[src/hw/rtl/pfad_pkg.sv]
package pfad_pkg;

	localparam int DIR_ENTRIES = 1024;
	localparam int DIR_IDX_W   = 10;
	localparam int ENTRY_W     = 15;
	localparam int WORD_BITS   = 32;

	localparam logic [DIR_IDX_W-1:0] KERNEL_HIGH = 10'h300;

	// entry flag bits: present, writable, user, reserved, 4 MB page
	localparam logic [4:0] FLAGS_KERNEL = 5'h13;
	localparam logic [4:0] FLAGS_USER   = 5'h17;
	localparam logic [ENTRY_W-1:0] ENTRY_KERNEL = {10'd0, FLAGS_KERNEL};
	localparam logic [ENTRY_W-1:0] ENTRY_EMPTY  = '0;

	typedef enum logic [1:0] {
		ACT_CHECK = 2'd0,
		ACT_ALLOC = 2'd1,
		ACT_FREE  = 2'd2,
		ACT_NOP   = 2'd3
	} act_t;

	typedef enum logic [1:0] {
		STS_OK        = 2'd0,
		STS_NO_FRAME  = 2'd1,
		STS_UNMAPPED  = 2'd2,
		STS_NOT_ENOUGH = 2'd3
	} sts_t;

	typedef enum logic [1:0] {
		ST_CLEAR,
		ST_IDLE,
		ST_SCAN,
		ST_EXEC
	} state_t;

	typedef struct packed {
		logic in_ready;
		logic clear_step;
		logic scan_step;
		logic exec;
	} cmd_t;

	typedef struct packed {
		logic in_valid;
		act_t in_action;
		logic clear_last;
		logic scan_hit;
		logic scan_last;
		logic out_free;
	} stat_t;

endpackage

[src/hw/rtl/pfad_ctrl.sv]
module pfad_ctrl
	import pfad_pkg::*;
(
	input  logic  clk,
	input  logic  arst_n,
	input  stat_t stat,
	output cmd_t  cmd
);

	state_t state_q, state_d;

	always_ff @(posedge clk or negedge arst_n) begin
		if (!arst_n) begin
			state_q <= ST_CLEAR;
		end else begin
			state_q <= state_d;
		end
	end

	always_comb begin
		state_d = state_q;
		cmd = '0;
		unique case (state_q)
			ST_CLEAR: begin
				cmd.clear_step = 1'b1;
				if (stat.clear_last) begin
					state_d = ST_IDLE;
				end
			end
			ST_IDLE: begin
				cmd.in_ready = 1'b1;
				if (stat.in_valid) begin
					state_d = (stat.in_action == ACT_ALLOC) ? ST_SCAN : ST_EXEC;
				end
			end
			ST_SCAN: begin
				cmd.scan_step = 1'b1;
				if (stat.scan_hit || stat.scan_last) begin
					state_d = ST_EXEC;
				end
			end
			ST_EXEC: begin
				// wait here until the output register can take the word
				if (stat.out_free) begin
					cmd.exec = 1'b1;
					state_d = ST_IDLE;
				end
			end
			default: begin
				state_d = ST_CLEAR;
			end
		endcase
	end

endmodule

[config.mk]
export PLATFORM = sky130hd
export DESIGN_NAME = pfad_ctrl
export DESIGN_NICKNAME = d
export VERILOG_FILES = /design/src/hw/rtl/pfad_pkg.sv /design/src/hw/rtl/pfad_ctrl.sv
export SDC_FILE = /design/constraint.sdc
export NUM_CORES = 1
export LEC_CHECK = 0
export BUFFER_PORTS_ARGS = -buffer_cell sky130_fd_sc_hd__buf_4
export CELL_PAD_IN_SITES_DETAIL_PLACEMENT = 0
export CELL_PAD_IN_SITES_GLOBAL_PLACEMENT = 1
export CORE_AREA = 2 2 39 41
export CTS_CLUSTER_SIZE = 10
export DETAILED_ROUTE_END_ITERATION = 8
export DIE_AREA = 0 0 41 43
export PLACE_DENSITY = 0.58
export SKIP_CTS_REPAIR_TIMING = 1
export SLEW_MARGIN = 20
export SYNTH_ARGS = -nofsm -noshare
export SYNTH_HDL_FRONTEND = slang
export SYNTH_SLANG_ARGS = --single-unit
[constraint.sdc]
create_clock -name clk -period 2.8 [get_ports clk]
set_input_delay 0.28 -clock clk [delete_from_list [all_inputs] [get_ports clk]]
set_output_delay 0.28 -clock clk [all_outputs]
set_load 0.02 [all_outputs]
==> qor.yml, run 1 <==
rsz0062_at_grt: "false"
yosysWarnings: 0
root_buffer: "clkbuf_4"
ioPinCount: 13
htree_levels: 1
synth_compound_gate_area_share_pct: 5.82
yosysTopAreaCell: "ha_1"
relSlewSlack_pct: 82.1
synth_top_family_by_area: "simple AND/OR/NAND/NOR gates"
drive_gt1_share_pct: 51.4
endpoint_kind: "flop"
layout.nets: 53
grt.total_usage_pct: 7.43
clkPwrFrac_pct: 17.7
antenna_found_initial: 0
syn_area_um2: 236
synth_cells: 21
grt_use_met2_pct: 9.69
p_int_uw: 220
dieArea_um2: 1760
worstSetupStartpointType: "flop"
post-route-period-util_pct: 56.1
setup_viol: 0
busiest_layer: "met2"
synth.area.top_cells: "ha_1 (26%), dfrtp_1 (21%), nor2b_4 (12%)"
critPathKind: "reg2reg"
seqPwrFrac_pct: 16.6
cp_max_fo: 5
syn-mean-instance-area_um2: 11.3
ir_drop_v: 0.000327
finClkSkew_ns: 0.00245
postRouteAntennaNets: 0
drt_iter0_drc: 1
p_leak_nw: 0.192
dp.cells: 49
largest_reg_flops: 2
antenna_cells: 0
initial_core_util_pct: 17.1
cellPowerDensity_nw_per_um2: 950
dr.pass1.iters: 2
largestRegisters: "state_q: 2 flops"
clk_latency_ns: 0.22
tns_ns: 0
grt_max_degree: 6
status: "complete, no violations"
hold_viol_final: 0
grtUsageMet3_pct: 3.14
synth_cell_types: 13
gp_congestion: 0.703
port-buffer-count: 12
switchingPower_uw: 140
remaining_drc_errors: 0
slew_viol_final: 0
chipWidth_um: 41
clkTransAtPathRegs_ns: 0.03
drt_wl_total_um: 485
holdCritPathClass: "in2async"
grt_pass1_wl_um: 821
clk_path_buf_depth: 2
synthAdderAreaFrac_pct: 26.5
yosys.area.top_type_share_pct: 26.5
met1_usage_pct: 8.04
synth-xor-area-share_pct: 0
regMostFlops: "state_q"
core-area_um2: 1380
hpwlAfterDp_um: 414
ys_seq_area_share_pct: 21.2
clock_sinks: 2
required_ns: 2.90
synth_nets: 35
timing.fmax_ghz: 0.636
drv_cap: 0
areaGrowthSynthToFinish_pct: 60.3
placed_area_um2: 347
numCtsBuffers: 3
viasPerCell: 3.87
synthMuxAreaShare_pct: 4.76
synth-seq-cells: 2
grt.overflow.total: 0
arrival_ns: 1.67
cts_tree: "done"
routedWlPerCell_um: 9.15
vias: 205
fin_area_um2: 379
worst_slew_pin_slew_ns: 0.268
min_period_ns: 1.57
synth-simple-area-share_pct: 38.6
swShare_pct: 38.9
die_h_um: 43
rows: 14
grt_pass1_vias: 225
p_comb_share_pct: 65.6
stdcell_count: 53
[area by class of cell]
type | count | area [µm²]
clock buffers | 3 | 22.5
flip-flops and latches | 2 | 50.0
multi-input cells | 17 | 179
repair buffers | 13 | 100
inverters | 2 | 7.51
fillers | 156 | 1000
well taps | 16 | 20.0
[worst paths after layout]
path,startpoint,end,slack [ns],cells after the start
worst max-delay path,state_q[1]$_DFFE_PN0P_,state_q[1]$_DFFE_PN0P_,1.23,5
worst min-delay path,arst_n,state_q[0]$_DFFE_PN0P_,0.37,2
worst max register to register,state_q[1]$_DFFE_PN0P_,state_q[1]$_DFFE_PN0P_,1.23,5
worst min register to register,state_q[1]$_DFFE_PN0P_,state_q[1]$_DFFE_PN0P_,0.57,1
max in group asynchronous,arst_n,state_q[1]$_DFFE_PN0P_,2.35,2
min in group clk,stat[4],state_q[0]$_DFFE_PN0P_,0.44,4
[worst max-delay path, stage by stage, from the launching register on]
cell and delay [ns]:
dfrtp_1 0.39, inv_1 0.08, ha_1 0.21, nor2b_4 0.14, nor4_4 0.28, mux2_1 0.35
[logic make-up after synthesis]
kind of cell	after synthesis
AO/OA/AOI/OAI	2
adder cells (fa/ha/maj)	5
buffers and inverters	2
flip-flops	2
multiplexers	1
AND/OR/NAND/NOR	9
[layer usage]
layer  routed length [µm]  up-vias
met4                   11        0
met5                    0        -
li1                     -      103
met1                  195       87
met2                  210       13
met3                   67        2
[cells in the mapped netlist]
cell type	number
nor2b_1	1
mux2_1	1
nor3_1	1
nor2b_4	2
a2bb2oi_1	1
and2_1	1
nor4_4	1
inv_1	2
nor3b_2	1
ha_1	5
dfrtp_1	2
nand2b_1	2
a21oi_1	1
[power by group through the flow]
stage | sequential (mW) | clock (mW) | combinational [mW]
2_1_floorplan | 0.0575 | 0 | 0.179
3_3_place_gp | 0.0595 | 0 | 0.241
3_5_place_dp | 0.0605 | 0 | 0.241
4_1_cts | 0.0602 | 0.0690 | 0.243
5_1_grt | 0.0631 | 0.0705 | 0.265
6_report | 0.0600 | 0.0638 | 0.236
[stage by stage]
stage / util, % / setup slack (ns) / hold WS (ns) / power, mW
2_1_floorplan: - / 1.19 / -0.0156 / 0.236
3_3_place_gp: 25.0 / 1.22 / 0.0627 / 0.301
3_5_place_dp: 25.0 / 1.21 / 0.0632 / 0.301
4_1_cts: 26.7 / 1.20 / -0.182 / 0.372
5_1_grt: 27.4 / 1.11 / 0.366 / 0.398
6_report: 27.4 / 1.23 / 0.366 / 0.360
[layout by cell type (no fill, tap or decap)]
cell type,instances
clkbuf_4,3
buf_4,12
dlygate4sd3_1,1
nand2b_1,2
nor4_4,1
a21oi_1,1
and2_1,1
a2bb2oi_1,1
nor2b_1,1
mux2_1,1
inv_1,2
ha_1,5
nor3_1,1
nor3b_2,1
dfrtp_1,2
nor2b_4,2
(Power assumes the default switching activity.)
==> run 2, diff against run 1 <==
- clock period: 2.8 -> 1.63 ns (I/O delays scaled with it)
==> run 2 against run 1 <==
Effect of this change:
- clock skew is 0.0017 ns lower
- final cell count is 7.5% higher
- combinational power is 130% higher
- clock-buffer cell count stayed put
- power is 110% higher
- flip-flop and latch count stayed put
- utilization is 3.0 points higher
- fmax is 0.73% lower
- critical endpoint unchanged
- largest cell class unchanged
- non-clock buffer count is 4 higher
- worst hold slack worse by 0.11 ns
- clock power is 71% higher
==> qor.yml, run 2 (synthesized netlist as in run 1, its figures left out) <==
status: "complete, no violations"
viasPerCell: 3.89  # +0.69%
holdCritPathClass: "in2async"
endpoint_kind: "flop"
swShare_pct: 36.9  # -2.0 points
drt_wl_total_um: 567  # +17%
dieArea_um2: 1760  # unchanged
cp_max_fo: 3  # -2
setup_viol: 0  # unchanged
rows: 14  # unchanged
routedWlPerCell_um: 9.95  # +8.7%
p_leak_nw: 0.213  # +11%
antenna_cells: 0  # unchanged
required_ns: 1.73  # -1.17 ns
remaining_drc_errors: 0  # unchanged
initial_core_util_pct: 17.1  # unchanged
numCtsBuffers: 3  # unchanged
p_comb_share_pct: 71.9  # +6.3 points
drv_cap: 0  # unchanged
relSlewSlack_pct: 83.0  # +0.87 points
hold_viol_final: 0  # unchanged
finClkSkew_ns: 0.000735  # -0.00172 ns
placed_area_um2: 347  # unchanged
clkTransAtPathRegs_ns: 0.03  # about the same
postRouteAntennaNets: 0  # unchanged
path_cells: "buf_4 > ha_1 > nor2b_4 > nor4_4 > mux2_4"
worst_slew_pin_slew_ns: 0.253  # -0.0144 ns
rr_worst_depth: 5  # unchanged
dr.pass1.iters: 2  # unchanged
largestRegisters: "state_q: 2 flops"
clock_sinks: 2  # unchanged
grt.total_usage_pct: 7.44  # +0.0075 points
port-buffer-count: 12  # unchanged
die_h_um: 43  # unchanged
grt.overflow.total: 0  # unchanged
clk_path_buf_depth: 2  # unchanged
drt_iter0_drc: 1  # unchanged
chipWidth_um: 41  # unchanged
post-route-util_pct: 30.4  # +3.0 points
drive_gt1_share_pct: 65.9  # +15 points
antenna_found_initial: 0  # unchanged
grt_max_degree: 6  # unchanged
layout.nets: 57  # +7.5%
switchingPower_uw: 274  # +96%
critPathMaxStageDelay_ns: 0.38  # about the same
ioPinCount: 13  # unchanged
arrival_ns: 1.68  # about the same
min_period_ns: 1.58  # +0.0116 ns
final_common_cell: "buf_4"
clkPwrFrac_pct: 14.6  # -3.1 points
htree_levels: 1  # unchanged
largest_reg_flops: 2  # unchanged
seqPwrFrac_pct: 13.4  # -3.2 points
cellPowerDensity_nw_per_um2: 1760  # +86%
post-route-period-util_pct: 97.1  # +41 points
grt_pass1_vias: 219  # -2.7%
timing.fmax_ghz: 0.631  # -0.73%
core-area_um2: 1380  # unchanged
regMostFlops: "state_q"
layout_common_cells: "buf_4 (16), ha_1 (3), clkbuf_4 (3)"
ir_drop_v: 0.000587  # +79%
worstSetupStartpointType: "flop"
root_buffer: "clkbuf_4"
cts_tree: "done"
slowest_stage: "dfrtp_1"
areaGrowthSynthToFinish_pct: 77.8
cp_num_cells: 5  # unchanged
critical_path.top_delay_family: "simple AND/OR/NAND/NOR gates"
whs_ns: 0.257  # -0.110 ns
gp_congestion: 0.664  # -5.6%
critPathKind: "reg2reg"
dp.cells: 49  # unchanged
fin_area_um2: 420  # +11%
critPathBufInv: 1  # unchanged
clk_latency_ns: 0.22  # about the same
stdcell_count: 57  # +7.5%
p_total_uw: 742  # +110%
p_int_uw: 468  # +110%
vias: 222  # +8.3%
grt_pass1_wl_um: 800  # -2.6%
slew_viol_final: 0  # unchanged
[run 2: area by class of cell]
| cell class | instances | area [µm²] |
|---|---|---|
| fill | 145 | 963 |
| multi-input combinational | 17 | 190 |
| timing repair buffer | 17 | 130 |
| sequential | 2 | 50.0 |
| clock buffer | 3 | 22.5 |
| tap | 16 | 20.0 |
| inverter | 2 | 7.51 |
[run 2: metrics by stage]
step	setup WS (ns)	setup TNS, ns
finish	0.0465	0
global placement	0.0566	0
detailed placement	0.0190	0
CTS	0.0148	0
floorplan	0.0185	0
global route	-0.0232	-0.0232
[run 2: power groups by stage]
stage	clock, mW	combinational [mW]	sequential (mW)
after floorplan	0	0.307	0.0988
after global placement	0	0.414	0.101
after detailed placement	0	0.425	0.104
after CTS	0.117	0.426	0.103
after global routing	0.126	0.585	0.101
final	0.109	0.534	0.0997
[run 2: path summary, 6_finish.rpt]
check | from | end | slack (ns)
worst max-delay path | state_q[0]$_DFFE_PN0P_ | state_q[1]$_DFFE_PN0P_ | 0.05
worst min-delay path | arst_n | state_q[0]$_DFFE_PN0P_ | 0.26
worst max register to register | state_q[0]$_DFFE_PN0P_ | state_q[1]$_DFFE_PN0P_ | 0.05
worst min register to register | state_q[0]$_DFFE_PN0P_ | state_q[0]$_DFFE_PN0P_ | 0.58
max in group asynchronous | arst_n | state_q[1]$_DFFE_PN0P_ | 1.29
min in group clk | stat[3] | state_q[0]$_DFFE_PN0P_ | 0.33
[run 2: routing by layer]
layer	routed length (µm)	track usage, %	vias up
met4	0	8.00	0
met3	58	3.14	0
li1	-	-	111
met1	213	7.42	100
met2	294	10.3	11
met5	0	0	-
==> run 3, diff against run 2 <==
--- a/constraint.sdc
+++ b/constraint.sdc
@@ -3,2 +3,2 @@
 set_output_delay 0.163 -clock clk [all_outputs]
-set_load 0.02 [all_outputs]
+set_load 0.1 [all_outputs]
==> run 3 against run 2 <==
Effect of this change:
- fmax fell by 0.30%
- clock skew grew 0.0023 ns
- non-clock buffer count shrank 1
- first-iteration DRC count is 100% lower
- clock-buffer cell count unchanged
- final cell count down 1.8%
- routed wire length shrank 4.6%
- critical endpoint unchanged
- highest routed layer unchanged
==> qor.yml, run 3 (synthesized netlist as in run 1, its figures left out) <==
status: "complete, no violations"
timing.fmax_ghz: 0.630  # -0.30%
rows: 14  # unchanged
setup_viol: 0  # unchanged
drt_iter0_drc: 0  # -1
clkTransAtPathRegs_ns: 0.03  # about the same
remaining_drc_errors: 0  # unchanged
rrSetupSlack_ns: 0.04  # about the same
hold_viol_final: 0  # unchanged
whs_ns: 0.260  # +0.00346 ns
holdCritPathClass: "in2async"
antenna_cells: 0  # unchanged
drive_gt1_share_pct: 70.0  # +4.1 points
stdcell_count: 56  # -1.8%
ioPinCount: 13  # unchanged
die_h_um: 43  # unchanged
required_ns: 1.73  # about the same
slew_viol_final: 0  # unchanged
largestRegisters: "state_q: 2 flops"
drt_wl_total_um: 541  # -4.6%
min_period_ns: 1.59  # +0.00484 ns
grt_pass1_wl_um: 752  # -6.0%
regMostFlops: "state_q"
port-buffer-count: 12  # unchanged
arrival_ns: 1.69  # about the same
cp_max_fo: 4  # +1
layout_common_cells: "buf_4 (14), nor2b_4 (3), ha_1 (3), clkbuf_4 (3)"
dp.cells: 50  # +2.0%
layout.nets: 56  # -1.8%
post-route-util_pct: 31.9  # +1.5 points
postRouteAntennaNets: 0  # unchanged
finClkSkew_ns: 0.00300  # +0.00227 ns
grt.overflow.total: 0  # unchanged
tns_ns: 0  # unchanged
dr.pass1.iters: 1  # -1
grt.total_usage_pct: 7.03  # -0.41 points
vias: 215  # -3.2%
chipWidth_um: 41  # unchanged
htree_levels: 1  # unchanged
final_common_cell: "buf_4"
gp_congestion: 0.697  # +5.0%
numCtsBuffers: 3  # unchanged
n_fill_cell: 148  # +2.1%
clk_path_buf_depth: 2  # unchanged
dieArea_um2: 1760  # unchanged
worstSetupStartpointType: "flop"
routedWlPerCell_um: 9.66  # -2.9%
clock_sinks: 2  # unchanged
endpoint_kind: "flop"
post-route-period-util_pct: 97.4  # +0.30 points
grt_pass1_vias: 209  # -4.6%
relSlewSlack_pct: 82.6  # -0.42 points
clk_latency_ns: 0.22  # about the same
drv_cap: 0  # unchanged
antenna_found_initial: 0  # unchanged
initial_core_util_pct: 17.1  # unchanged
root_buffer: "clkbuf_4"
areaGrowthSynthToFinish_pct: 86.8
worst_slew_pin_slew_ns: 0.259  # +0.00621 ns
cts_tree: "done"
core-area_um2: 1380  # unchanged
viasPerCell: 3.84  # -1.4%
largest_reg_flops: 2  # unchanged
critPathKind: "reg2reg"
grt_max_degree: 6  # unchanged
## run 3: area by class of cell
class                           count  area [µm²]  area share (%)
Multi-Input combinational cell     17         215            48.7
Timing Repair Buffer               16         126            28.6
Sequential cell                     2        50.0            11.3
Clock buffer                        3        22.5            5.10
Tap cell                           16        20.0            4.53
Inverter                            2        7.51            1.70
## run 3: final timing paths
kind	start	end	cells past startpoint
min in group clk	stat[4]	state_q[0]$_DFFE_PN0P_	4
min	arst_n	state_q[0]$_DFFE_PN0P_	2
max reg2reg	state_q[0]$_DFFE_PN0P_	state_q[1]$_DFFE_PN0P_	5
min reg2reg	state_q[0]$_DFFE_PN0P_	state_q[0]$_DFFE_PN0P_	1
max	state_q[0]$_DFFE_PN0P_	state_q[1]$_DFFE_PN0P_	5
max in group asynchronous	arst_n	state_q[1]$_DFFE_PN0P_	2
## run 3: per-stage QoR
stage               setup WS [ns]  area (µm²)
global route             -0.00470         442
finish                     0.0416         442
CTS                      -0.00998         409
floorplan                  0.0207         269
global placement           0.0265         387
detailed placement      -0.000543         387
## run 3: critical path, stage by stage (launching register included)
cell	delay [ns]
dfrtp_1	0.40
buf_6	0.13
ha_4	0.15
nor2b_4	0.13
nor4_4	0.32
mux2_4	0.33
## run 3: per-layer routing
metal / vias to the layer above / GRT usage (%) / wire length (µm)
li1: 109 / - / -
met1: 98 / 5.79 / 199
met2: 8 / 10.6 / 303
met3: 0 / 3.14 / 39
met4: 0 / 8.00 / 0
met5: - / 0 / 0
Power of run 3 is left out: the tool's default activity adds up to more than one toggle a clock period on the data nets, which glitch-free logic cannot reach.
